`src/rtl/qtc2_pkg.sv`:
```
package qtc2_pkg;

    // Number of output positions in the 2x2 kernel footprint
    localparam int NUM_POS = 4;

    // Position indexes
    localparam logic [1:0] POS_TOP_LEFT     = 2'd0;
    localparam logic [1:0] POS_BOTTOM_RIGHT = 2'd3;

    // Field widths
    localparam int VALUE_WIDTH = 8;
    localparam int WEIGHT_WIDTH = 8;
    localparam int MAC_WIDTH = VALUE_WIDTH + 1 + WEIGHT_WIDTH;
    localparam int SCALE_WIDTH = 32;
    localparam int BIAS_WIDTH = 64;
    localparam int SHIFT_WIDTH = 6;
    localparam int OUT_WIDTH = 8;
    localparam int HALF_WIDTH = 32;

    // Output clamp ceiling
    localparam logic [OUT_WIDTH-1:0] OUT_MAX = 8'd255;

    // Configuration port
    localparam int CFG_INDEX_WIDTH = 2;
    localparam int CFG_DATA_WIDTH = 8;
    localparam logic [CFG_INDEX_WIDTH-1:0] REG_ACTIVATION_ENABLE = 2'd0;
    localparam logic [CFG_INDEX_WIDTH-1:0] REG_OUTPUT_ZERO_POINT = 2'd1;

    // Requantization parameters carried with each finished pixel
    typedef struct packed {
        logic signed [SCALE_WIDTH-1:0]             scale;
        logic        [NUM_POS-1:0][BIAS_WIDTH-1:0] bias;
        logic        [SHIFT_WIDTH-1:0]             shift;
    } qtc2_rq_t;

endpackage

```
`src/rtl/qtc2_back.sv`:
```
module qtc2_back
    import qtc2_pkg::*;
#(
    parameter int ACC_WIDTH = 32
) (
    input  logic                               clk,
    input  logic                               rst_n,
    input  logic                               job_valid,
    output logic                               job_ready,
    input  logic [NUM_POS-1:0][ACC_WIDTH-1:0]  job_sums,
    input  qtc2_rq_t                           job_rq,
    input  logic                               activation_enable,
    input  logic [OUT_WIDTH-1:0]               output_zero_point,
    output logic                               empty,
    input  logic                               pop,
    output logic [NUM_POS-1:0][OUT_WIDTH-1:0]  out_bytes
);

    localparam logic [2:0] ST_IDLE  = 3'd0;
    localparam logic [2:0] ST_MLO   = 3'd1;
    localparam logic [2:0] ST_MHI   = 3'd2;
    localparam logic [2:0] ST_ADD   = 3'd3;
    localparam logic [2:0] ST_SHF   = 3'd4;
    localparam logic [2:0] ST_CLP   = 3'd5;
    localparam logic [2:0] ST_DONE  = 3'd6;

    logic [2:0]                          state_reg;
    logic [2:0]                          state_next;
    logic [1:0]                          pos_reg;
    logic [NUM_POS-1:0][ACC_WIDTH-1:0]   sums_reg;
    qtc2_rq_t                            rq_reg;
    logic [BIAS_WIDTH-1:0]               prod_lo_reg;
    logic [HALF_WIDTH-1:0]               prod_hi_reg;
    logic [BIAS_WIDTH-1:0]               acc_reg;
    logic [HALF_WIDTH-1:0]               shf_reg;
    logic [NUM_POS-1:0][OUT_WIDTH-1:0]   bytes_reg;
    logic [NUM_POS-1:0][OUT_WIDTH-1:0]   out_reg;
    logic                                out_valid_reg;

    logic [BIAS_WIDTH-1:0]               sum_ext;
    logic signed [HALF_WIDTH:0]          mul_a;
    logic signed [HALF_WIDTH+SCALE_WIDTH:0] mul_p;
    logic signed [BIAS_WIDTH-1:0]        shifted;
    logic                                out_load;
    logic [OUT_WIDTH-1:0]                clamped;

    // Clamp a signed 32-bit value to [low, OUT_MAX]
    function automatic logic [OUT_WIDTH-1:0] clamp_byte(
        input logic [HALF_WIDTH-1:0] v,
        input logic                  act,
        input logic [OUT_WIDTH-1:0]  zp
    );
        logic signed [HALF_WIDTH-1:0] sv;
        logic signed [HALF_WIDTH-1:0] lo;
        logic signed [HALF_WIDTH-1:0] hi;
        logic [OUT_WIDTH-1:0]         res;
        sv = $signed(v);
        lo = act ? $signed({{(HALF_WIDTH-OUT_WIDTH){1'b0}}, zp}) : '0;
        hi = $signed({{(HALF_WIDTH-OUT_WIDTH){1'b0}}, OUT_MAX});
        if (sv < lo)
        begin
            res = lo[OUT_WIDTH-1:0];
        end
        else if (sv > hi)
        begin
            res = OUT_MAX;
        end
        else
        begin
            res = sv[OUT_WIDTH-1:0];
        end
        return res;
    endfunction

    assign job_ready = (state_reg == ST_IDLE);
    assign empty     = !out_valid_reg;
    assign out_bytes = out_reg;
    assign out_load  = (state_reg == ST_DONE) && (!out_valid_reg || pop);

    // Shared multiplier: low half unsigned in the first pass, high half signed in the second
    assign sum_ext = {{(BIAS_WIDTH-ACC_WIDTH){sums_reg[pos_reg][ACC_WIDTH-1]}},
                      sums_reg[pos_reg]};
    assign mul_a   = (state_reg == ST_MHI)
                   ? $signed({sum_ext[BIAS_WIDTH-1], sum_ext[BIAS_WIDTH-1:HALF_WIDTH]})
                   : $signed({1'b0, sum_ext[HALF_WIDTH-1:0]});
    assign mul_p   = mul_a * rq_reg.scale;
    assign shifted = $signed(acc_reg) >>> rq_reg.shift;
    assign clamped = clamp_byte(shf_reg, activation_enable, output_zero_point);

    // Sequence the four positions through multiply, add, shift and clamp
    always_comb
    begin
        state_next = state_reg;
        case (state_reg)
            ST_IDLE:
            begin
                if (job_valid)
                begin
                    state_next = ST_MLO;
                end
            end
            ST_MLO:  state_next = ST_MHI;
            ST_MHI:  state_next = ST_ADD;
            ST_ADD:  state_next = ST_SHF;
            ST_SHF:  state_next = ST_CLP;
            ST_CLP:
            begin
                state_next = (pos_reg == POS_BOTTOM_RIGHT) ? ST_DONE : ST_MLO;
            end
            ST_DONE:
            begin
                if (out_load)
                begin
                    state_next = ST_IDLE;
                end
            end
            default: state_next = ST_IDLE;
        endcase
    end

    // Control state
    always_ff @(posedge clk or negedge rst_n)
    begin
        if (!rst_n)
        begin
            state_reg     <= ST_IDLE;
            pos_reg       <= POS_TOP_LEFT;
            out_valid_reg <= 1'b0;
        end
        else
        begin
            state_reg <= state_next;
            if (state_reg == ST_IDLE)
            begin
                pos_reg <= POS_TOP_LEFT;
            end
            else if (state_reg == ST_CLP)
            begin
                pos_reg <= pos_reg + 2'd1;
            end
            if (out_load)
            begin
                out_valid_reg <= 1'b1;
            end
            else if (pop)
            begin
                out_valid_reg <= 1'b0;
            end
        end
    end

    // Datapath registers
    always_ff @(posedge clk)
    begin
        case (state_reg)
            ST_IDLE:
            begin
                if (job_valid)
                begin
                    sums_reg <= job_sums;
                    rq_reg   <= job_rq;
                end
            end
            ST_MLO:
            begin
                prod_lo_reg <= mul_p[BIAS_WIDTH-1:0];
            end
            ST_MHI:
            begin
                prod_hi_reg <= mul_p[HALF_WIDTH-1:0];
                acc_reg     <= prod_lo_reg + rq_reg.bias[pos_reg];
            end
            ST_ADD:
            begin
                acc_reg[BIAS_WIDTH-1:HALF_WIDTH] <= acc_reg[BIAS_WIDTH-1:HALF_WIDTH]
                                                  + prod_hi_reg;
            end
            ST_SHF:
            begin
                shf_reg <= shifted[HALF_WIDTH-1:0];
            end
            ST_CLP:
            begin
                bytes_reg[pos_reg] <= clamped;
            end
            default:
            begin
            end
        endcase
        if (out_load)
        begin
            out_reg <= bytes_reg;
        end
    end

endmodule

```
`config.mk`:
```
export PLATFORM = sky130hd
export DESIGN_NAME = qtc2_back
export DESIGN_NICKNAME = d
export VERILOG_FILES = /design/src/rtl/qtc2_pkg.sv /design/src/rtl/qtc2_back.sv
export SDC_FILE = /design/constraint.sdc
export NUM_CORES = 2
export LEC_CHECK = 0
export BUFFER_PORTS_ARGS = -buffer_cell sky130_fd_sc_hd__buf_4
export CELL_PAD_IN_SITES_DETAIL_PLACEMENT = 0
export CELL_PAD_IN_SITES_GLOBAL_PLACEMENT = 2
export CORE_ASPECT_RATIO = 1.2
export CORE_UTILIZATION = 45
export CTS_CLUSTER_DIAMETER = 200
export DETAILED_ROUTE_END_ITERATION = 10
export GPL_TIMING_DRIVEN = 0
export PLACE_DENSITY = 0.87
export SLEW_MARGIN = 40
export SYNTH_ARGS = -nofsm -noshare
export SYNTH_HDL_FRONTEND = slang
export SYNTH_SLANG_ARGS = --single-unit
```
`constraint.sdc`:
```
create_clock -name clk -period 31.5 [get_ports clk]
set_clock_uncertainty 0.15 [all_clocks]
set_input_delay 7.875 -clock clk [delete_from_list [all_inputs] [get_ports clk]]
set_output_delay 7.875 -clock clk [all_outputs]
set_load 0.05 [all_outputs]
```
==> impl_results.md <==
- Area Overhead vs Synth: 13.03%
- Largest family of logic cells by synthesized area: adder cells
- GRT Max-Usage Layer: met2
- Synthesized area: roughly 69000 µm²
- Worst-Skew Late Latency: roughly 730 ps
- CTS Root Cell: clkbuf_16
- Worst-path fanout max: 23
- Num Clock Sinks: 684
- Setup violators final: 0
- Tmin final: 12470 ps
- Initial antenna violation count: 9
- Number of flip-flops under the largest register name: 294
- Most frequent CP cell: fa_1
- Synth Area in Adders: 0.3722
- Post-cts sizing count: 0
- Worst reg2reg path depth: 31
- GRT Residual Overflow: 0
- Yosys cell types: 91
- Post-synth EDFFs: ~680
- Flops & latches, synth: 684
- Max Slew Vio Count: 0
- Synth Area in Compound Gates: 0.06402
- TNS Setup: 0 ps
- Layout cells sized above 1: 0.1428
- Rows: 157
- Slowest CP cell: clkbuf_1
- FMAX: 0.08021 GHz
- CP bufs+invs: 8
- CP Depth: 31
- Residual DRC: 0
- Core Footprint: approximately 150000 µm²
- Filler cells: 13820
- CP endpoint kind: flop
- Worst hold-check path type: reg2reg
- Final hold violations: 0
- Worst path max stage delay: 730 ps
- Met1 usage: 0.3724
- Rel. slew slack: 0.3308
- Met3 usage: 0.05555
- WP data arrival: 12780 ps
- GP Congestion: 0.9933
- Die Area: 155200 µm²
- Worst-path clk slew: 70 ps
- CP Launch Point: state_reg[2]
- Routed wire length per instance: around 28 µm
- Crit start category: flop
- Final worst-path cycle share: 0.3958
- Initial DRC count: 3685
- I/O Buffers: ~470
- Status: complete, no violations
- All-Layer GR Usage: 0.3247
- Initial core utilization: 0.4531
- Post-synthesis cell count: between 6000 and 7000
- First-pass GRT wire length: 357200 µm
- Vert. Die Dim: 431.4 µm
- Io pins: 469
- Fin nets: 8547
- Number of H-tree levels: 3
- Synth warnings: 0
- Simple logic cell fraction of the synthesized area: 0.1167
- RSZ-0062 raised after global routing: no
- Met2 GRT Util: 0.5582
- Number of buffers created by CTS: 74
- Avg Cell Area, Syn: roughly 11 µm²
- XOR/XNOR Fraction of Synth Area: 0.01998
- Reg2reg start: state_reg[2]
- Clk buf depth: 3
- Max cap viols: 0
- Worst reg2reg endpoint: prod_lo_reg[62]
- Critical Path RT: about 32000 ps
- Synth Flop Type: edfxtp_1
- Syn Nets: around 8000
- Cts hold-fix bufs: 0
- Family with the most delay on the worst path: adder cells
- Crit path kind: reg2reg
- Die Wd: 359.9 µm
- Setup crit end: prod_lo_reg[62]
- Post-CTS setup repair buffer count: 0
- DR pass1 iterations: 6
- Seq/Total Area, Yosys: 0.2966
- Total Wirelength: 249300 µm
- Remaining antenna violation count: 0
- Largest net degree at the start of global routing: 49
- Asr flop ratio synth: 0.008772
- Vias in the first global route: 52370
- Slew of the pin with the lowest slew margin: around 1000 ps
- Reg2Reg Setup Slack: 19030 ps
- Vias: 48600
- Avg Vias per Cell: 5.546
- Mux cell area share after synthesis: 0.05652
- CTS tree: built
- DPL Wire Length: 208000 µm
[Yosys cell counts (all sizes together) (28+ instances only)]
cell type  count  area (µm²)
nor2b         42       262.8
fa          1105       22120
buf           45       249.0
xnor2        102       908.4
or2           28       175.2
a211oi        29       240.2
mux2i         62       620.6
nor2         160       608.1
and2         536        3353
ha           289        3616
o211ai        36       270.3
a21oi        213        1077
edfxtp       678       20360
o21ai        179       903.4
mux4         134        3018
nand2        746        2815
o21a          43       322.8
xor2          54       473.0
nand3         30       150.1
a21o          68       510.5
clkbuf       278        1047
inv         1016        3814
[layer usage]
layer  share of wire  vias up
met2            0.49     2072
met4           0.079        6
met1            0.36    24950
met3           0.066      603
li1                -    20970
met5         0.00016        -
[layout make-up]
cell class | count | area, µm² | share of cell area
clock buffer | 86 | 1897 | 0.02427
inverter | 1018 | 3821 | 0.04889
buffer | 323 | 1431 | 0.01831
timing repair buffer | 499 | 3953 | 0.05057
sequential | 684 | 20510 | 0.2624
clock inverter | 45 | 494.2 | 0.006323
tap | 1987 | 2486 | 0.03181
multi-input combinational | 4118 | 43560 | 0.5573
antenna | 3 | 7.507 | 0.00009605
[per-stage QoR]
stage | cell area [µm²] | instances | utilization | hold slack, ps | setup WS (ps)
final | 78160 | 8763 | 0.5121 | 267.6 | 19030
after global routing | 78160 | 8761 | 0.5121 | 272.4 | 18910
after CTS | 78150 | 8760 | 0.5120 | 268.8 | 19320
after detailed placement | 75760 | 8629 | 0.4963 | 254.5 | 19360
after global placement | 75140 | 8597 | 0.4923 | 251.1 | 9326
after floorplan | 69150 | 6143 | - | 250.3 | 13160
[worst min path at each step]
stage,from,to,slack (ps),cells after the start
3_3_place_gp,bytes_reg[5],out_bytes[5],250,0
3_5_place_dp,bytes_reg[14],out_bytes[14],250,0
2_1_floorplan,bytes_reg[0],out_bytes[0],250,0
6_report,bytes_reg[20],out_bytes[20],270,0
4_1_cts,bytes_reg[25],out_bytes[25],270,0
5_1_grt,bytes_reg[15],out_bytes[15],270,0
[kinds of logic (layout without fill, tap and decap cells)]
group | count (synthesis) | after routing
AO/OA/AOI/OAI | 697 | 697
buffers and inverters | 1341 | 1971
other | 0 | 3
adder cells (fa/ha/maj) | 1394 | 1394
XOR/XNOR | 156 | 156
flip-flops | 684 | 684
multiplexers | 220 | 220
AND/OR/NAND/NOR | 1651 | 1651
[cell usage in the layout (no fill, tap or decap), drive strengths merged, types with 62 or more instances in the layout]
master	n
nor2	160
fa	1105
o21ai	179
mux4	134
nand2	746
buf	543
a21o	68
xnor2	102
mux2i	62
a21oi	213
ha	289
inv	1024
clkbuf	365
edfxtp	678
and2	536
Power is not shown: default switching activity piles up to over one toggle a cycle in this logic, so the estimate is an artifact.
