**config.mk**
```make
export PLATFORM = sky130hd
export DESIGN_NAME = qtc2_front
export DESIGN_NICKNAME = d
export VERILOG_FILES = /design/src/rtl/qtc2_pkg.sv /design/src/rtl/qtc2_front.sv
export SDC_FILE = /design/constraint.sdc
export NUM_CORES = 1
export LEC_CHECK = 0
export BUFFER_PORTS_ARGS = -buffer_cell sky130_fd_sc_hd__buf_2
export CAP_MARGIN = 20
export CORE_MARGIN = 2
export CORE_UTILIZATION = 40
export DETAILED_ROUTE_END_ITERATION = 10
export PLACE_DENSITY = 0.65
export SETUP_SLACK_MARGIN = 0.1
export SKIP_CTS_REPAIR_TIMING = 1
export SLEW_MARGIN = 20
export SYNTH_ARGS = -nofsm -noshare
export SYNTH_HDL_FRONTEND = slang
export SYNTH_SLANG_ARGS = --single-unit
```
**constraint.sdc**
```tcl
create_clock -name clk -period 30.4 [get_ports clk]
set_input_delay 6.08 -clock clk [delete_from_list [all_inputs] [get_ports clk]]
set_output_delay 6.08 -clock clk [all_outputs]
set_load 0.03 [all_outputs]
```
**src/rtl/qtc2_pkg.sv**
```systemverilog
package qtc2_pkg;

    // Number of output positions in the 2x2 kernel footprint
    localparam int NUM_POS = 4;

    // Position indexes
    localparam logic [1:0] POS_TOP_LEFT     = 2'd0;
    localparam logic [1:0] POS_BOTTOM_RIGHT = 2'd3;

    // Field widths
    localparam int VALUE_WIDTH = 8;
    localparam int WEIGHT_WIDTH = 8;
    localparam int MAC_WIDTH = VALUE_WIDTH + 1 + WEIGHT_WIDTH;
    localparam int SCALE_WIDTH = 32;
    localparam int BIAS_WIDTH = 64;
    localparam int SHIFT_WIDTH = 6;
    localparam int OUT_WIDTH = 8;
    localparam int HALF_WIDTH = 32;

    // Output clamp ceiling
    localparam logic [OUT_WIDTH-1:0] OUT_MAX = 8'd255;

    // Configuration port
    localparam int CFG_INDEX_WIDTH = 2;
    localparam int CFG_DATA_WIDTH = 8;
    localparam logic [CFG_INDEX_WIDTH-1:0] REG_ACTIVATION_ENABLE = 2'd0;
    localparam logic [CFG_INDEX_WIDTH-1:0] REG_OUTPUT_ZERO_POINT = 2'd1;

    // Requantization parameters carried with each finished pixel
    typedef struct packed {
        logic signed [SCALE_WIDTH-1:0]             scale;
        logic        [NUM_POS-1:0][BIAS_WIDTH-1:0] bias;
        logic        [SHIFT_WIDTH-1:0]             shift;
    } qtc2_rq_t;

endpackage

```
**src/rtl/qtc2_front.sv**
```systemverilog
module qtc2_front
    import qtc2_pkg::*;
#(
    parameter int ACC_WIDTH = 32
) (
    input  logic                                     clk,
    input  logic                                     rst_n,
    input  logic                                     push,
    output logic                                     full,
    input  logic [VALUE_WIDTH-1:0]                   in_value,
    input  logic [NUM_POS-1:0][WEIGHT_WIDTH-1:0]     weights,
    input  logic                                     last_channel,
    output logic                                     job_valid,
    input  logic                                     job_ready,
    output logic [NUM_POS-1:0][ACC_WIDTH-1:0]        job_sums
);

    logic [NUM_POS-1:0][ACC_WIDTH-1:0] sum_reg;
    logic [NUM_POS-1:0][ACC_WIDTH-1:0] sum_next;
    logic                              item_take;

    // Hold off the source while the job queue cannot take a finished pixel
    assign full      = !job_ready;
    assign item_take = push && job_ready;
    assign job_valid = item_take && last_channel;
    assign job_sums  = sum_next;

    // Multiply-accumulate the four kernel positions
    always_comb
    begin
        for (int k = 0; k < NUM_POS; k++)
        begin
            logic signed [MAC_WIDTH-1:0] mac;
            mac = $signed({1'b0, in_value}) * $signed(weights[k]);
            sum_next[k] = sum_reg[k] + {{(ACC_WIDTH-MAC_WIDTH){mac[MAC_WIDTH-1]}}, mac};
        end
    end

    // Advance the sums, clear them once the last channel is handed off
    always_ff @(posedge clk or negedge rst_n)
    begin
        if (!rst_n)
        begin
            sum_reg <= '0;
        end
        else if (item_take)
        begin
            if (last_channel)
            begin
                sum_reg <= '0;
            end
            else
            begin
                sum_reg <= sum_next;
            end
        end
    end

endmodule

```
==> run metrics, run 1 <==
Clk Latency, worst-skew pair 0.48 ns; commonest non-fill, non-tap cell in the layout ha_1; NumNets Final 2885; combinational family with the most area after synthesis adder cells; Core Area 0.04915 mm^2; Area Overhead vs Synth 10.43%; Die Footprint 0.05173 mm^2; mean post-synth cell area 8.829 um^2; max frequency 0.05173 GHz; DR DRC count 0; worst hold-check path type reg2reg; Hold Vio Cnt, Final 0; GRT Overall Usage 20.66%; synth unique cells 79; Layout fillers 4864; Crit Path Class in2out; Overflow after GRT 0; yosys warns 0; placed cells 3029; Final min period 19.33 ns; htree depth 4; row count 81; Mapped Area 0.01997 mm^2; non-filler instance count after layout 3066; post-synthesis async set-or-reset flop share 100.0%; syn nets 2763; # Max-Cap Violations 0; Post-DRT Antenna Nets 0; Synth Flop Type dfrtp_1; Startpoint Class input pin; maximum fanout along the worst path 32; die height 227.4 um; root buffer cell clkbuf_16; layout cells sized above 1 10.68%; IO Pins 175; max reg flops 128; TNS Setup 0 ns; most frequent cells in the layout 304 x ha_1, 274 x inv_1, 175 x and2_1, 173 x buf_2, 155 x nand2_1; worst path required time 24.32 ns; CP Capture Type primary output; via count 16489; unrepaired setup endpoints after global routing false; largest net degree at the start of global routing 76; Rel. slew slack 33.84%; WP data arrival 13.25 ns; hpwl dp 39610 um; post-synthesis register bit count 128; Synth Area in Compound Gates 20.63%; Buffers on Ports 174; Slew Limit Fails 0; DRT Wirelength 50860 um; Initial DRT Pass Iterations 5; DRT iter0 DRCs 790; post-synthesis sequential area ratio 16.04%; Post-synth EDFFs 0; period utilisation layout 63.59%; Synth Area in Adders 34.28%; status finished clean; Syn Inst Count 2262; initial antenna violation count 16; simple-gate share of the synthesized area 15.09%; Synth Area in XOR/XNOR 7.293%; clk buf depth 2; clock-pin slew on the worst setup and hold paths 0.06 ns; pre-CTS WS 11.10 ns; DR WL/cell 16.59 um; Final Worst Setup Slack 11.07 ns; post-synthesis mux area share 0%; clk sinks 128; gpl congestion 0.9086; final clock skew 0.01108 ns; Die X 227.4 um; final setup vio count 0; Slew @ Worst Pin 0.9876 ns; vias in the first global route 16912; Initial Util 40.63%; global-route wire length before repair 85510 um; Via density 5.378; DP Area 0.02144 mm^2; final instance area 0.02205 mm^2; CTS buffer count 17; CTS tree built
-- worst paths after layout --
check	start	to	cells past startpoint	slack [ns]
max in group asynchronous	rst_n	sum_reg[17]	2	23.42
hold / removal	sum_reg[32]	sum_reg[32]	2	0.49
setup / recovery	in_value[7]	job_sums[93]	27	11.07
hold reg to reg	sum_reg[32]	sum_reg[32]	2	0.49
min in group asynchronous	rst_n	sum_reg[39]	1	5.57
setup reg to reg	sum_reg[0]	sum_reg[28]	12	27.15
-- Yosys cell counts, drive strengths merged (25+ instances only) --
| master | count | area share, % |
|---|---|---|
| ha | 304 | 19 |
| inv | 274 | 5.2 |
| and2 | 175 | 5.5 |
| nand2 | 156 | 2.9 |
| fa | 152 | 15 |
| a21oi | 138 | 3.6 |
| dfrtp | 128 | 16 |
| xnor2 | 115 | 5.2 |
| a22o | 113 | 5.0 |
| nor2 | 106 | 2.0 |
| o21ai | 83 | 2.1 |
| clkbuf | 74 | 1.4 |
| a21o | 73 | 2.7 |
| xor2 | 46 | 2.0 |
| nand3 | 31 | 0.78 |
| o21bai | 25 | 0.96 |
-- cell type report --
| class | count | area (um^2) | area share [%] |
|---|---|---|---|
| tap | 664 | 830.8 | 3.767 |
| sequential | 128 | 3203 | 14.52 |
| antenna | 6 | 15.01 | 0.06808 |
| clock buffer | 18 | 429.2 | 1.946 |
| multi-input combinational | 1782 | 15450 | 70.07 |
| clock inverter | 13 | 165.2 | 0.7489 |
| timing repair buffer | 181 | 929.6 | 4.215 |
| inverter | 274 | 1028 | 4.664 |
-- routing by layer --
metal | part of all wire (%) | vias up | track usage (%)
met4 | 1.9 | 20 | 5.419
met3 | 4.4 | 66 | 4.530
met1 | 46 | 8049 | 27.36
li1 | - | 8068 | -
met2 | 48 | 286 | 34.11
met5 | 0.22 | - | 0
-- per-stage QoR --
stage / util [%] / hold WS (ns)
after floorplan: - / 0.4563
after global placement: 43.63 / 0.4698
after detailed placement: 43.63 / 0.4825
after CTS: 44.84 / 0.4979
after global routing: 44.86 / 0.5283
final: 44.87 / 0.4887
-- kinds of logic after synthesis --
group,Yosys count
flip-flops,128
adder cells (fa/ha/maj),456
buffers and inverters,352
AND/OR/NAND/NOR,590
AO/OA/AOI/OAI,574
XOR/XNOR,162
-- worst max-delay path, cell delays in order --
cell	delay, ns
buf_2	0.48
nand2_1	0.18
fa_1	0.53
fa_1	0.52
inv_1	0.06
fa_1	0.52
inv_1	0.05
fa_1	0.47
inv_1	0.04
ha_1	0.32
o21ai_0	0.18
nor2_1	0.10
o211ai_2	0.17
a21oi_1	0.10
a2111oi_2	0.46
a21oi_2	0.12
xnor2_2	0.76
ha_1	0.45
a21oi_1	0.24
o211ai_1	0.16
a31oi_1	0.26
o31ai_1	0.12
nor3_1	0.15
o2bb2ai_1	0.20
o21ai_1	0.12
xor2_1	0.18
buf_2	0.23
Power of run 1 is left out: the tool's default activity adds up to more than one toggle a clock period on the data nets, which glitch-free logic cannot reach.
==> run 2: changes to the inputs <==
--- a/config.mk
+++ b/config.mk
@@ -5,6 +5,7 @@
 export SDC_FILE = /design/constraint.sdc
 export NUM_CORES = 1
 export LEC_CHECK = 0
+export ABC_AREA = 1
 export BUFFER_PORTS_ARGS = -buffer_cell sky130_fd_sc_hd__buf_2
 export CAP_MARGIN = 20
 export CORE_MARGIN = 2
==> constraint.sdc (replaced) <==
create_clock -name clk -period 18 [get_ports clk]
set_input_delay 3.6 -clock clk [delete_from_list [all_inputs] [get_ports clk]]
set_output_delay 3.6 -clock clk [all_outputs]
set_load 0.03 [all_outputs]
==> run metrics, run 2 <==
status finished clean; post-synthesis register bit count 128 (unchanged); die height 242.6 um (+6.7%); Die Footprint 0.05885 mm^2 (+14%); Crit-path slowest cell ha_1; worst hold-check path type reg2reg; htree depth 4 (unchanged); TNS Setup 0 ns (unchanged); Slew @ Worst Pin 0.9072 ns (-0.08037 ns); most frequent cell after synthesis nand2_1; mean post-synth cell area 6.554 um^2 (-26%); hpwl dp 50990 um (+29%); Core Area 0.05639 mm^2 (+15%); Initial DRT Pass Iterations 5 (unchanged); met1 Resource Use GR 30.41% (+3.1 points); DRT Wirelength 62990 um (+24%); Die X 242.6 um (+6.7%); vias in the first global route 20807 (+23%); initial antenna violation count 10 (-6); CP Buf/Inv Count 6 (+1); post-synthesis sequential area ratio 14.07% (-2.0 points); Via density 4.852 (-9.8%); CP Capture Type primary output; final clock skew 0.01256 ns (+0.001489 ns); DRT iter0 DRCs 1174 (+49%); post-synthesis mux area share 0% (unchanged); clk buf depth 2 (unchanged); simple-gate share of the synthesized area 30.25% (+15 points); Layout fillers 6160 (+27%); Startpoint Class input pin; Mapped Area 0.02277 mm^2 (+14%); CTS buffer count 17 (unchanged); root buffer cell clkbuf_16; synth unique cells 37 (-53%); DR WL/cell 14.42 um (-13%); DR DRC count 0 (unchanged); period utilisation layout 74.78%; Initial Util 40.38% (-0.25 points); final setup vio count 0 (unchanged); worst path required time 14.40 ns (-9.92 ns); Clk Latency, worst-skew pair 0.50 ns (+0.02 ns); clock-pin slew on the worst setup and hold paths 0.06 ns (about the same); commonest non-fill, non-tap cell in the layout nand2_1; top post-synthesis cells by area nand2_1 18%, ha_1 17%, dfrtp_1 14%, fa_1 13%, inv_1 12%; max frequency 0.07429 GHz; grt met3 use 3.660% (-0.87 points); Post-synth EDFFs 0 (unchanged); grt met2 use 35.91% (+1.8 points); layer with the highest usage met2; Crit Path Class in2out; delay-heaviest family, CP adder cells; top post-synthesis cells by count 1077 x nand2_1, 723 x inv_1, 304 x ha_1; unrepaired setup endpoints after global routing false; CP most frequent cell nand2_1; Slew Limit Fails 0 (unchanged); Area Overhead vs Synth 9.479%; WP data arrival 9.86 ns (-3.39 ns); post-synthesis async set-or-reset flop share 100.0% (unchanged); gpl congestion 0.9499 (+4.5%); max reg flops 128 (unchanged); leading area contributor after synthesis nand2_1; syn nets 3975 (+44%); GRT Overall Usage 21.99% (+1.3 points); Overflow after GRT 0 (unchanged); combinational family with the most area after synthesis simple AND/OR/NAND/NOR gates; Rel. slew slack 39.52% (+5.7 points); yosys warns 0 (unchanged); largest net degree at the start of global routing 77 (+1.3%); Buffers on Ports 174 (unchanged); layout cells sized above 1 6.899% (-3.8 points); Synth Flop Type dfrtp_1; CTS tree built; Synth Area in Adders 30.07% (-4.2 points); Post-DRT Antenna Nets 0 (unchanged); # Max-Cap Violations 0 (unchanged); most frequent cells in the layout 1076 x nand2_1, 723 x inv_1, 304 x ha_1, 235 x nor2_1, 173 x buf_2; IO Pins 175 (unchanged); via count 21192 (+29%); Syn Inst Count 3474 (+54%); clk sinks 128 (unchanged); maximum fanout along the worst path 29 (-9.4%); Synth Area in Compound Gates 8.369% (-12 points); Hold Vio Cnt, Final 0 (unchanged); CP peak stage delay 0.58 ns (-0.18 ns); row count 87 (+7.4%); Final min period 13.46 ns; NumNets Final 4097 (+42%); global-route wire length before repair 105200 um (+23%); share of the synthesized area in the top cell type 17.75% (-1.3 points); Synth Area in XOR/XNOR 3.847% (-3.4 points)
==> run 2: kinds of logic (layout without fill, tap and decap cells) <==
logic type	count (synthesis)	in the layout
XOR/XNOR	100	100
flip-flops	128	128
buffers and inverters	802	937
AND/OR/NAND/NOR	1651	1651
AO/OA/AOI/OAI	337	337
adder cells (fa/ha/maj)	456	456
other	0	3
==> run 2: through the flow <==
step / std cells / util, % / instance area, um^2 / setup slack (ns) / hold slack (ns)
finish: 4368 / 44.21 / 24930 / 4.540 / 0.4843
detailed placement: 4333 / 43.14 / 24330 / 4.597 / 0.4731
CTS: 4365 / 44.20 / 24920 / 4.564 / 0.4905
global placement: 4333 / 43.14 / 24330 / 4.621 / 0.4707
global route: 4368 / 44.21 / 24930 / 4.060 / 0.5105
floorplan: 3474 / - / 22770 / 5.565 / 0.4554
==> run 2: area by class of cell <==
class | instances | area [um^2] | share of cell area (%)
multi-input cells | 2544 | 16530 | 66.32
flip-flops and latches | 128 | 3203 | 12.85
inverters | 724 | 2718 | 10.90
well taps | 756 | 945.9 | 3.795
repair buffers | 181 | 929.6 | 3.729
clock buffers | 21 | 460.4 | 1.847
clock inverters | 11 | 132.6 | 0.5320
diodes | 3 | 7.507 | 0.03012
==> run 2: final timing paths <==
| path | from | endpoint | slack [ns] | cells past startpoint |
|---|---|---|---|---|
| worst max-delay path | in_value[5] | job_sums[51] | 4.54 | 26 |
| worst min-delay path | sum_reg[62] | sum_reg[62] | 0.48 | 2 |
| worst max register to register | sum_reg[96] | sum_reg[110] | 15.50 | 13 |
| worst min register to register | sum_reg[62] | sum_reg[62] | 0.48 | 2 |
| max in group asynchronous | rst_n | sum_reg[33] | 13.52 | 2 |
| min in group asynchronous | rst_n | sum_reg[29] | 3.11 | 1 |
==> run 2: tightest hold or removal path, delay by kind of cell, from the launching register on <==
kind / cells / cell delay (ns)
and+or+nand+nor: 2 / 0.10
DFF: 1 / 0.35
==> run 2: metal layers <==
metal | wire [um] | vias up
met2 | 28900 | 375
met3 | 2427 | 50
met5 | 35 | -
met4 | 844 | 6
li1 | - | 10931
met1 | 30770 | 9830
Power of run 2 is left out for the same reason.
==> run 3: changes to the inputs <==
--- a/config.mk
+++ b/config.mk
@@ -11,7 +11,7 @@
 export CORE_MARGIN = 2
 export CORE_UTILIZATION = 40
 export DETAILED_ROUTE_END_ITERATION = 10
-export PLACE_DENSITY = 0.65
+export PLACE_DENSITY = 0.67
 export SETUP_SLACK_MARGIN = 0.1
 export SKIP_CTS_REPAIR_TIMING = 1
 export SLEW_MARGIN = 20
==> constraint.sdc (replaced) <==
create_clock -name clk -period 11.2 [get_ports clk]
set_input_delay 2.24 -clock clk [delete_from_list [all_inputs] [get_ports clk]]
set_output_delay 2.24 -clock clk [all_outputs]
set_load 0.03 [all_outputs]
==> run metrics, run 3 (synthesized netlist as in run 2, its figures left out) <==
CP Capture Type primary output; Buffers on Ports 174 (unchanged); commonest non-fill, non-tap cell in the layout nand2_1; Core Area 0.05639 mm^2 (unchanged); Die Footprint 0.05885 mm^2 (unchanged); IO Pins 175 (unchanged); hpwl dp 51600 um (+1.2%); area occupied by multi-input gates 0.01653 mm^2 (unchanged); Final min period 10.62 ns; initial antenna violation count 9 (-1); hold_sp sum_reg[21]; CP peak stage delay 0.56 ns (-0.02 ns); max frequency 0.09416 GHz; CP Buf/Inv Count 7 (+1); clock-pin slew on the worst setup and hold paths 0.06 ns (about the same); crit path from in_value[2]; largest net degree at the start of global routing 66 (-14%); max layer used met5; Crit-path slowest cell ha_1; Via density 4.859 (+0.16%); most frequent cells in the layout 1076 x nand2_1, 723 x inv_1, 304 x ha_1, 235 x nor2_1; delay-heaviest family, CP adder cells; status finished clean; Area Overhead vs Synth 10.24%; Post-DRT Antenna Nets 0 (unchanged); CTS tree built; final clock skew 0.01438 ns (+0.001820 ns); Slew Limit Fails 0 (unchanged); CP most frequent cell nand2_1; met2 WL 29270 um (+1.3%); vias in the first global route 21204 (+1.9%); register area 0.003203 mm^2 (unchanged); DR WL/cell 14.43 um (about the same); Startpoint Class input pin; Die X 242.6 um (unchanged); root buffer cell clkbuf_16; Initial Util 40.38% (unchanged); # Max-Cap Violations 0 (unchanged); via count 21279 (+0.41%); htree depth 4 (unchanged); maximum fanout along the worst path 18 (-38%); global-route wire length before repair 106400 um (+1.2%); Initial DRT Pass Iterations 8 (+3); max reg flops 128 (unchanged); DR DRC count 0 (unchanged); final setup vio count 0 (unchanged); Hold Vio Cnt, Final 0 (unchanged); Overflow after GRT 0 (unchanged); Crit Path Class in2out; DRT iter0 DRCs 1118 (-4.8%); DRT Wirelength 63190 um (+0.33%); Rel. slew slack 39.91% (+0.39 points); gpl congestion 0.9808 (+3.3%); Metal-1 WL 29870 um (-2.9%); r2r startpoint sum_reg[96]; clk buf depth 2 (unchanged); period utilisation layout 94.83%; row count 87 (unchanged); TNS Setup 0 ns (unchanged); worst hold-check path type reg2reg; Clk Latency, worst-skew pair 0.51 ns (about the same); clk sinks 128 (unchanged); die height 242.6 um (unchanged); worst path required time 8.96 ns (-5.44 ns); NumNets Final 4108 (+0.27%); CTS buffer count 17 (unchanged); WP data arrival 8.38 ns (-1.48 ns); GRT Overall Usage 22.23% (+0.23 points); unrepaired setup endpoints after global routing false; Layout fillers 6085 (-1.2%); layout cells sized above 1 7.182% (+0.28 points); DR WL met3 3106 um (+28%); Slew @ Worst Pin 0.9013 ns (-0.005897 ns)
## run 3: worst paths after layout
path / cells after the start / endpoint / slack (ns)
worst max-delay path: 27 / job_sums[19] / 0.58
worst min-delay path: 2 / sum_reg[21] / 0.49
worst max register to register: 13 / sum_reg[110] / 8.67
worst min register to register: 2 / sum_reg[21] / 0.49
max in group asynchronous: 2 / sum_reg[38] / 8.09
min in group asynchronous: 1 / sum_reg[118] / 1.75
## run 3: layout make-up
type / instances / share of cell area (%)
diodes: 3 / 0.02991
clock buffers: 22 / 1.889
clock inverters: 10 / 0.8175
inverters: 724 / 10.83
multi-input cells: 2544 / 65.86
flip-flops and latches: 128 / 12.76
well taps: 756 / 3.768
repair buffers: 192 / 4.052
## run 3: through the flow
step	hold WS [ns]	std cells	utilization, %	setup slack [ns]	instance area (um^2)
2_1_floorplan	0.4554	3474	-	1.485	22770
3_3_place_gp	0.4731	4344	43.29	0.5181	24410
3_5_place_dp	0.4746	4344	43.29	0.5259	24410
4_1_cts	0.4920	4376	44.49	0.4985	25090
5_1_grt	0.5105	4379	44.52	0.1049	25100
6_report	0.4864	4379	44.52	0.5792	25100
## run 3: worst register-to-register path, stage by stage (launching register included)
cell     delay (ns)
dfrtp_1        0.36
ha_1           0.24
inv_1          0.08
fa_1           0.44
inv_1          0.12
nand3_1        0.08
nand2_1        0.16
nand2_1        0.07
nand2_1        0.13
nand3_1        0.09
nand2_1        0.22
xor2_1         0.30
nand2_1        0.08
nand2_1        0.08
## run 3: routing by layer
layer / track usage (%) / vias up
met2: 37.06 / 400
met5: 0 / -
met1: 29.74 / 9849
met4: 5.215 / 10
li1: - / 10958
met3: 4.213 / 62
Power of run 3 is left out for the same reason.
