$ cat config.mk
export PLATFORM = sky130hd
export DESIGN_NAME = qtc2_queue
export DESIGN_NICKNAME = d
export VERILOG_FILES = /design/src/rtl/qtc2_queue.sv
export SDC_FILE = /design/constraint.sdc
export NUM_CORES = 1
export LEC_CHECK = 0
export BUFFER_PORTS_ARGS = -buffer_cell sky130_fd_sc_hd__clkbuf_2
export CORE_MARGIN = 4
export CORE_UTILIZATION = 48
export DETAILED_ROUTE_END_ITERATION = 6
export GPL_TIMING_DRIVEN = 0
export PLACE_DENSITY = 0.74
export SKIP_LAST_GASP = 1
export SYNTH_ARGS = -nofsm -noshare
export SYNTH_HDL_FRONTEND = slang
export SYNTH_SLANG_ARGS = --single-unit
$ cat constraint.sdc
create_clock -name clk -period 1.89 [get_ports clk]
set_clock_uncertainty 0.15 [all_clocks]
set_input_delay 0.378 -clock clk [delete_from_list [all_inputs] [get_ports clk]]
set_output_delay 0.378 -clock clk [all_outputs]
set_load 0.005 [all_outputs]
$ cat src/rtl/qtc2_queue.sv
module qtc2_queue #(
    parameter int DATA_WIDTH = 8
) (
    input  logic                  clk,
    input  logic                  rst_n,
    input  logic                  in_valid,
    output logic                  in_ready,
    input  logic [DATA_WIDTH-1:0] in_data,
    output logic                  out_valid,
    input  logic                  out_ready,
    output logic [DATA_WIDTH-1:0] out_data
);

    localparam int DEPTH = 2;

    logic [DATA_WIDTH-1:0] entry_reg [DEPTH];
    logic                  wr_ptr_reg;
    logic                  rd_ptr_reg;
    logic [1:0]            count_reg;
    logic                  wr_en;
    logic                  rd_en;

    assign in_ready  = (count_reg != 2'(DEPTH));
    assign out_valid = (count_reg != 2'd0);
    assign out_data  = entry_reg[rd_ptr_reg];
    assign wr_en     = in_valid && in_ready;
    assign rd_en     = out_valid && out_ready;

    // Store an incoming request
    always_ff @(posedge clk)
    begin
        if (wr_en)
        begin
            entry_reg[wr_ptr_reg] <= in_data;
        end
    end

    // Advance pointers and occupancy
    always_ff @(posedge clk or negedge rst_n)
    begin
        if (!rst_n)
        begin
            wr_ptr_reg <= 1'b0;
            rd_ptr_reg <= 1'b0;
            count_reg  <= 2'd0;
        end
        else
        begin
            if (wr_en)
            begin
                wr_ptr_reg <= !wr_ptr_reg;
            end
            if (rd_en)
            begin
                rd_ptr_reg <= !rd_ptr_reg;
            end
            if (wr_en && !rd_en)
            begin
                count_reg <= count_reg + 2'd1;
            end
            else if (rd_en && !wr_en)
            begin
                count_reg <= count_reg - 2'd1;
            end
        end
    end

endmodule

==> results of run 1 <==
[worst max-delay path, delay by kind of cell, from the launching register on]
family                 cells  cell delay, ns
flip-flops                 1            0.33
buffers and inverters      2            0.28
multiplexers               1            0.35
[power breakdown]
group	leakage [nW]	total [mW]	switching (mW)	internal, mW
sequential	0.195	0.674	0.0576	0.616
combinational	0.188	0.493	0.221	0.271
clock	0.0154	0.195	0.118	0.0768
total	0.399	1.36	0.397	0.964
[cells by family (layout without fill, tap and decap cells)]
logic type / count (synthesis) / count (layout) / synth area share
simple gates: 7 / 7 / 0.0652
fa+ha+maj: 1 / 1 / 0.0159
xor+xnor: 5 / 5 / 0.0557
buf+inv: 2 / 28 / 0.0111
mux: 8 / 8 / 0.114
flops: 20 / 20 / 0.738
[layout make-up]
| class | count | area, um2 |
|---|---|---|
| multi-input combinational | 21 | 198 |
| inverter | 1 | 3.75 |
| clock buffer | 3 | 22.5 |
| clock inverter | 1 | 3.75 |
| fill | 125 | 573 |
| timing repair buffer | 22 | 115 |
| sequential | 20 | 581 |
| buffer | 1 | 7.51 |
| tap | 16 | 20.0 |
[what timing repair did]
action,in CTS,in global routing
hold buffers,1,0
hold endpoints to repair,4,0
endpoints found under the setup margin,0,8
resized for setup,0,2
[cells in the mapped netlist]
cell      count
nor2_1        2
nand2b_4      1
nand2_1       1
xnor2_1       3
ha_1          1
buf_2         1
and3_1        1
xor2_1        2
nand2_4       1
mux2_2        8
or2_4         1
dfrtp_1       4
edfxtp_1     16
inv_1         1
[routing by layer]
layer,share of wire,global-route usage,vias up
met4,0.021,0.0538,0
met2,0.46,0.161,17
met1,0.44,0.126,200
li1,-,-,207
met3,0.076,0.0399,3
met5,0,0,-
[through the flow]
stage                      util  hold WS, ns  power, mW  cells
after floorplan               -      -0.0676       1.01     43
after global placement    0.599       0.0422       1.17     80
after detailed placement  0.599       0.0430       1.18     80
after CTS                 0.622        0.105       1.38     85
after global routing      0.624       0.0978       1.47     85
final                     0.624        0.117       1.36     85
[final timing paths]
path | end | slack, ns | depth (start not counted) | from
worst max-delay path | out_data[4] | 0.11 | 3 | rd_ptr_reg
worst min-delay path | entry_reg[1][5] | 0.12 | 1 | in_data[5]
worst max register to register | entry_reg[0][7] | 0.19 | 3 | count_reg[0]
worst min register to register | wr_ptr_reg | 0.35 | 1 | wr_ptr_reg
max in group asynchronous | count_reg[1] | 1.20 | 2 | rst_n
min in group asynchronous | count_reg[0] | 0.26 | 2 | rst_n
==> metrics.md, run 1 <==
| Metric | Value |
|---|---|
| Mapped Area | `787 um2` |
| Setup Viol. Count Final | `0` |
| CP max stage delay | `around 0.35 ns` |
| TNS Setup | `0 ns` |
| Syn Area/Cell | `18.3 um2` |
| Via/cell ratio | `~5` |
| Die height | `48.5 um` |
| Die Width | `48.5 um` |
| H-tree levels | `1` |
| Total CTS buffers | `3` |
| Final Hold Vio Count | `0` |
| Total GRT Usage | `0.104` |
| Most frequent cells in the layout | `clkbuf_2 (21), edfxtp_1 (16), mux2_2 (8), dfrtp_1 (4)` |
| Layout cells sized above 1 | `0.522` |
| DR pass1 iterations | `2` |
| Library cells used by synthesis | `14` |
| Final Cycle Share | `0.943` |
| Slew Viols, Final | `0` |
| Setup WS pre-CTS | `0.160 ns` |
| Worst EP arrival | `roughly 1.3 ns` |
| Initial drt markers | `2` |
| Max Root-Sink Buffers | `2` |
| Unrepaired setup endpoints after global routing | `no` |
| Vias in the first global route | `~420` |
| Final net count | `83` |
| Yosys warnings | `0` |
| Peak supply drop | `0.879 mV` |
| IO Pins | `22` |
| Crit end category | `primary output` |
| LEAKAGE | `between 0.3 and 0.4 nW` |
| Status | `finished clean` |
| Leading area contributor after synthesis | `edfxtp_1` |
| WL final | `1100 um` |
| First-pass GRT wire length | `1840 um` |
| CTS root buffer | `clkbuf_4` |
| Worst Setup Start Kind | `register` |
| Initial Util | `0.516` |
| Core footprint | `1520 um2` |
| I/O Buffers | `21` |
| Register area share after synthesis | `0.738` |
| Maximum clock frequency | `561 MHz` |
| Max reg flops | `16` |
| Worst path required time | `around 1.4 ns` |
| Synth area leaders | `edfxtp_1 (61%), dfrtp_1 (13%), mux2_2 (11%)` |
| Slew HR | `0.565` |
| Diodes inserted | `0` |
| Synth top area share | `0.610` |
| Clk pin slew, worst setup/hold paths | `0.10 ns` |
| Critical path class | `register to primary output` |
| Commonest non-fill, non-tap cell in the layout | `clkbuf_2` |
| # rows | `14` |
| Pwr per Cell Area | `1430 nW/um2` |
| Total die area | `2350 um2` |
| Vias | `427` |
| Setup Buffers After CTS | `0` |
| # DRC | `0` |
| CTS sink cnt | `20` |
| Design area | `951 um2` |
| CTS tree | `built` |
| Worst Path Max Fanout | `9` |
| Worst skew pair latency | `0.29 ns` |
| HP Class | `input pin to register` |
| # Max-Cap Violations | `0` |
| Antenna Violating Nets Remaining | `0` |
| Grt ovf | `0` |
| Final worst slack | `0.108 ns` |
| Drt wl/cell | `13.0 um` |
| CP max-delay cell | `mux2_2` |
| Initial antenna violation count | `0` |
| Placed instance area | `912 um2` |
| Synthesized net count | `between 50 and 60` |
| Minimum clock period | `1.78 ns` |
| #FFs+latches synth | `20` |
| Layout area overhead | `20.8%` |
| Cells after synthesis | `43` |
| Actual slew at the worst max-slew pin | `about 0.65 ns` |
| Largest net degree at the start of global routing | `12` |
| CP cell instances | `buf_4, mux2_2, clkbuf_2` |
| Routability cong. | `0.675` |
Note: power is estimated with default switching activity, not from simulation.
==> run 2: changes to the inputs <==
--- a/config.mk
+++ b/config.mk
@@ -6,11 +6,13 @@
 export NUM_CORES = 1
 export LEC_CHECK = 0
 export BUFFER_PORTS_ARGS = -buffer_cell sky130_fd_sc_hd__clkbuf_2
+export CELL_PAD_IN_SITES_DETAIL_PLACEMENT = 0
+export CELL_PAD_IN_SITES_GLOBAL_PLACEMENT = 1
 export CORE_MARGIN = 4
-export CORE_UTILIZATION = 48
+export CORE_UTILIZATION = 40
 export DETAILED_ROUTE_END_ITERATION = 6
 export GPL_TIMING_DRIVEN = 0
-export PLACE_DENSITY = 0.74
+export PLACE_DENSITY = 0.72
 export SKIP_LAST_GASP = 1
 export SYNTH_ARGS = -nofsm -noshare
 export SYNTH_HDL_FRONTEND = slang
==> run 2 against run 1 <==
First-iteration DRC count rose to 3.0 times the previous value. Combinational power barely moved. Die area rose by 17%. Clock power barely moved. Global-route usage fell by 1.3 points. Routed wire length fell by 0.63%. Highest routed layer is now met3.
==> metrics.md, run 2 (synthesis gave the netlist of run 1 again) <==
| Metric | Value |
|---|---|
| HP Class | `input pin to register` |
| DR pass1 iterations | `2 (unchanged)` |
| CP max stage delay | `0.35 ns (about the same)` |
| Layout cells sized above 1 | `0.522 (unchanged)` |
| Worst path required time | `1.36 ns (about the same)` |
| Crit path to | `out_data[5]` |
| Initial antenna violation count | `0 (unchanged)` |
| Setup WS pre-CTS | `0.165 ns (+0.00487 ns)` |
| RR Endpoint | `entry_reg[0][0]` |
| Largest net degree at the start of global routing | `12 (unchanged)` |
| CTS sink cnt | `20 (unchanged)` |
| H-tree levels | `1 (unchanged)` |
| Max reg flops | `16 (unchanged)` |
| Final worst slack | `0.0822 ns (-0.0257 ns)` |
| # Max-Cap Violations | `0 (unchanged)` |
| LEAKAGE | `0.398 nW (-0.15%)` |
| WL final | `1100 um (-0.63%)` |
| Critical path class | `register to primary output` |
| Stages on worst setup path | `3 (unchanged)` |
| Initial drt markers | `6 (+4)` |
| TNS Setup | `0 ns (unchanged)` |
| Pwr Total | `1.36 mW (-0.16%)` |
| I/O Buffers | `21 (unchanged)` |
| Worst Setup SP | `rd_ptr_reg` |
| Total CTS buffers | `3 (unchanged)` |
| Die Width | `52.4 um (+8.0%)` |
| First-pass GRT wire length | `1770 um (-3.8%)` |
| Layout area overhead | `22.3%` |
| Setup Viol. Count Final | `0 (unchanged)` |
| Total GRT Usage | `0.0913 (-0.0129)` |
| Final Hold Vio Count | `0 (unchanged)` |
| Setup Buffers After CTS | `0 (unchanged)` |
| Core footprint | `1800 um2 (+18%)` |
| Reg2Reg Depth | `3 (unchanged)` |
| CTS tree | `built` |
| Minimum clock period | `1.81 ns (+0.0257 ns)` |
| Final net count | `83 (unchanged)` |
| Final Cycle Share | `0.957 (+0.0136)` |
| Maximum clock frequency | `553 MHz (-1.4%)` |
| CP max-delay cell | `mux2_2` |
| Vias in the first global route | `433 (+4.3%)` |
| Commonest non-fill, non-tap cell in the layout | `clkbuf_2` |
| Worst Setup Start Kind | `register` |
| Worst hold start | `in_data[4]` |
| Max Root-Sink Buffers | `2 (unchanged)` |
| Diodes inserted | `0 (unchanged)` |
| Slew HR | `0.566 (+0.000694)` |
| Initial Util | `0.437 (-0.0796)` |
| Actual slew at the worst max-slew pin | `0.649 ns (-0.00104 ns)` |
| Worst EP arrival | `1.28 ns (+0.03 ns)` |
| Total die area | `2740 um2 (+17%)` |
| Pwr per Cell Area | `1410 nW/um2 (-1.3%)` |
| Worst path bufs/invs | `2 (unchanged)` |
| Antenna Violating Nets Remaining | `0 (unchanged)` |
| IO Pins | `22 (unchanged)` |
| # DRC | `0 (unchanged)` |
| Die height | `52.4 um (+8.0%)` |
| Peak supply drop | `0.676 mV (-23%)` |
| Grt ovf | `0 (unchanged)` |
| # rows | `15 (+1)` |
| CTS root buffer | `clkbuf_4` |
| FF-to-FF setup slack | `0.18 ns (about the same)` |
| Via/cell ratio | `4.46 (-11%)` |
| Drt wl/cell | `11.7 um (-10%)` |
| Routability cong. | `0.707 (+4.6%)` |
| Crit end category | `primary output` |
| Slew Viols, Final | `0 (unchanged)` |
| CP cell instances | `clkbuf_4, mux2_2, clkbuf_2` |
| Cell family with most CP delay | `multiplexers` |
| Most frequent cells in the layout | `clkbuf_2 (21), edfxtp_1 (16), mux2_2 (8), clkbuf_4 (4), dfrtp_1 (4)` |
| Reg-to-Reg Start | `count_reg[0]` |
| Worst skew pair latency | `0.28 ns (about the same)` |
| Unrepaired setup endpoints after global routing | `no` |
| Clk pin slew, worst setup/hold paths | `0.10 ns (about the same)` |
| Vias | `419 (-1.9%)` |
| Worst Path Max Fanout | `9 (unchanged)` |
| Status | `finished clean` |
==> run 2: cell count changes in the layout (fill, tap and decap cells not counted) <==
cell      change
clkbuf_1      +1
clkinv_1      -1
clkbuf_4      +1
buf_4         -1
==> run 2: power by group <==
part           internal, mW  switching [mW]  leakage, nW
combinational         0.270           0.223        0.188
sequential            0.616          0.0581        0.195
clock                0.0818           0.111       0.0150
==> run 2: worst reg2reg max path, stage by stage, from the launching register on <==
cell      delay, ns
dfrtp_1        0.44
nand2b_4       0.16
nand2_1        0.09
nor2_1         0.51
==> run 2: metrics by stage <==
step                      cells  hold slack [ns]  utilization  cell area, um2
final                        94            0.129        0.534             962
after CTS                    94            0.121        0.533             960
after global routing         94            0.106        0.534             962
after floorplan              43          -0.0676            -             787
after detailed placement     89           0.0479        0.513             923
after global placement       89           0.0433        0.513             923
==> run 2: final cells by class <==
| type | count | area (um2) |
|---|---|---|
| Multi-Input combinational cell | 21 | 198 |
| Tap cell | 25 | 31.3 |
| Buffer | 1 | 7.51 |
| Sequential cell | 20 | 581 |
| Inverter | 1 | 3.75 |
| Fill cell | 161 | 840 |
| Clock buffer | 4 | 26.3 |
| Timing Repair Buffer | 22 | 115 |
==> run 2: metal layers <==
layer	track usage	share of wire
met1	0.111	0.41
met2	0.157	0.54
met3	0.0256	0.049
met4	0.0255	0
met5	0	0
==> run 2: how the worst min path moves through the flow <==
| stage | end | depth (start not counted) |
|---|---|---|
| finish | entry_reg[0][4] | 1 |
| global route | entry_reg[1][0] | 1 |
| CTS | entry_reg[0][4] | 1 |
| detailed placement | count_reg[0] | 1 |
| global placement | count_reg[0] | 1 |
| floorplan | count_reg[0] | 0 |
==> run 2: timing repair <==
action / CTS / global route
hold endpoints to repair: 4 / 0
hold buffers: 1 / 0
gates resized for setup: 0 / 1
endpoints found under the setup margin: 0 / 8
==> run 3: changes to the inputs <==
--- a/config.mk
+++ b/config.mk
@@ -12,7 +12,7 @@
 export CORE_UTILIZATION = 40
 export DETAILED_ROUTE_END_ITERATION = 6
 export GPL_TIMING_DRIVEN = 0
-export PLACE_DENSITY = 0.72
+export PLACE_DENSITY = 0.8
 export SKIP_LAST_GASP = 1
 export SYNTH_ARGS = -nofsm -noshare
 export SYNTH_HDL_FRONTEND = slang
==> run 3 against run 2 <==
Global-route usage is 0.22 points lower. Fmax hardly changed. Non-clock buffer count stayed put. Sequential share of layout area stayed put. Routed wire length is 3.2% higher. Core utilization stayed put. Flip-flop and latch count stayed put. Clock power is 3% higher. Critical endpoint is now out_data[6]. Largest cell class unchanged.
==> metrics.md, run 3 (synthesis gave the netlist of run 1 again) <==
| Metric | Value |
|---|---|
| Max reg flops | `16 (unchanged)` |
| Most frequent cells in the layout | `clkbuf_2 (21), edfxtp_1 (16), mux2_2 (8), dfrtp_1 (4)` |
| Initial antenna violation count | `0 (unchanged)` |
| Slew Viols, Final | `0 (unchanged)` |
| Actual slew at the worst max-slew pin | `0.680 ns (+0.0306 ns)` |
| Worst path required time | `1.36 ns (about the same)` |
| Routability cong. | `0.674 (-4.7%)` |
| Final Util | `0.534 (unchanged)` |
| Layout area overhead | `22.3% (unchanged)` |
| # Max-Cap Violations | `0 (unchanged)` |
| LEAKAGE | `0.399 nW (+0.15%)` |
| Initial Util | `0.437 (unchanged)` |
| Maximum clock frequency | `553 MHz (about the same)` |
| Total GRT Usage | `0.0891 (-0.00220)` |
| CTS tree | `built` |
| # rows | `15 (unchanged)` |
| Vias | `428 (+2.1%)` |
| Largest net degree at the start of global routing | `12 (unchanged)` |
| Commonest non-fill, non-tap cell in the layout | `clkbuf_2` |
| H-tree levels | `1 (unchanged)` |
| Final Cycle Share | `0.957 (about the same)` |
| Worst hold start | `in_data[3]` |
| Pwr per Cell Area | `1420 nW/um2 (+0.83%)` |
| DR pass1 iterations | `3 (+1)` |
| Worst skew pair latency | `0.29 ns (about the same)` |
| Placed instance count | `89 (unchanged)` |
| Vias in the first global route | `392 (-9.5%)` |
| I/O Buffers | `21 (unchanged)` |
| Worst Path Max Fanout | `9 (unchanged)` |
| Final net count | `83 (unchanged)` |
| Final Hold Vio Count | `0 (unchanged)` |
| TNS Setup | `0 ns (unchanged)` |
| CTS sink cnt | `20 (unchanged)` |
| Peak supply drop | `0.683 mV (+1.1%)` |
| Hold Path Cell Cnt | `1 (unchanged)` |
| FF-to-FF setup slack | `0.14 ns (-0.04 ns)` |
| Die height | `52.4 um (unchanged)` |
| Dpl hpwl | `just over 800 um` |
| Die Width | `52.4 um (unchanged)` |
| Core footprint | `1800 um2 (unchanged)` |
| HP Class | `input pin to register` |
| Critical path class | `register to primary output` |
| Total die area | `2740 um2 (unchanged)` |
| Via/cell ratio | `4.55 (+2.1%)` |
| Diodes inserted | `0 (unchanged)` |
| Hold Worst Slack | `0.123 ns (-0.00606 ns)` |
| Crit end category | `primary output` |
| Final std cells w/o fill | `94 (unchanged)` |
| Clk pin slew, worst setup/hold paths | `0.11 ns (about the same)` |
| Hold endpoint | `entry_reg[1][3]` |
| Fillers | `171 (+6.2%)` |
| Drt wl/cell | `12.0 um (+3.2%)` |
| # DRC | `0 (unchanged)` |
| RR Endpoint | `entry_reg[0][7]` |
| Total CTS buffers | `3 (unchanged)` |
| WL final | `1130 um (+3.2%)` |
| Worst EP arrival | `1.28 ns (about the same)` |
| Antenna Violating Nets Remaining | `0 (unchanged)` |
| Initial drt markers | `14 (+8)` |
| Worst Setup Start Kind | `register` |
| Grt ovf | `0 (unchanged)` |
| IO Pins | `22 (unchanged)` |
| Reg-to-Reg Start | `count_reg[0]` |
| First-pass GRT wire length | `1690 um (-4.3%)` |
| Minimum clock period | `1.81 ns (+0.000457 ns)` |
| Reg2Reg Depth | `3 (unchanged)` |
| Layout cells sized above 1 | `0.522 (unchanged)` |
| Status | `finished clean` |
| Max Root-Sink Buffers | `2 (unchanged)` |
| Unrepaired setup endpoints after global routing | `no` |
| Setup Viol. Count Final | `0 (unchanged)` |
| CTS root buffer | `clkbuf_4` |
| Slew HR | `0.545 (-0.0205)` |
==> run 3: changes by cell type in the layout (fill, tap and decap cells not counted) <==
cell,previous run,this run
clkbuf_1,1,0
clkbuf_4,4,3
clkinv_1,0,1
buf_4,0,1
==> run 3: repair_timing <==
item / 4_1_cts / 5_1_grt
hold buffers: 1 / 0
endpoints found under the hold margin: 4 / 0
gates resized for setup: 0 / 2
buffers inserted: 0 / 0
endpoints found under the setup margin: 0 / 8
==> run 3: worst max path at each step <==
stage	startpoint	to	depth (start not counted)
after floorplan	count_reg[0]	entry_reg[0][0]	3
final	rd_ptr_reg	out_data[6]	3
after detailed placement	count_reg[0]	entry_reg[0][7]	3
after global placement	count_reg[0]	entry_reg[0][3]	3
after global routing	rd_ptr_reg	out_data[7]	3
after CTS	rd_ptr_reg	out_data[6]	3
==> run 3: cell type report <==
type | instances | area, um2 | share of cell area
Buffer | 1 | 7.51 | 0.00780
Clock inverter | 1 | 3.75 | 0.00390
Timing Repair Buffer | 22 | 115 | 0.120
Tap cell | 25 | 31.3 | 0.0325
Inverter | 1 | 3.75 | 0.00390
Sequential cell | 20 | 581 | 0.603
Multi-Input combinational cell | 21 | 198 | 0.205
Clock buffer | 3 | 22.5 | 0.0234
==> run 3: layer usage <==
metal | GRT usage | vias to the layer above | wire length, um
li1 | - | 207 | -
met1 | 0.102 | 208 | 458
met2 | 0.153 | 11 | 602
met3 | 0.0256 | 2 | 64
met4 | 0.0383 | 0 | 6
met5 | 0 | - | 0
==> run 3: critical path, cell delays in order, from the launching register on <==
cell      delay, ns
dfrtp_1        0.34
buf_4          0.18
mux2_2         0.35
clkbuf_2       0.12
==> run 3: stage by stage <==
| step | setup WS, ns | power (mW) | instance area (um2) |
|---|---|---|---|
| 5_1_grt | 0.0119 | 1.47 | 962 |
| 3_5_place_dp | 0.125 | 1.18 | 923 |
| 3_3_place_gp | 0.178 | 1.17 | 923 |
| 2_1_floorplan | 0.370 | 1.01 | 787 |
| 4_1_cts | 0.00246 | 1.38 | 960 |
| 6_report | 0.0817 | 1.37 | 962 |
==> run 3: where the power goes <==
part / internal [mW] / switching, mW / total, mW
combinational: 0.271 / 0.228 / 0.500
sequential: 0.616 / 0.0573 / 0.673
clock: 0.0766 / 0.121 / 0.197
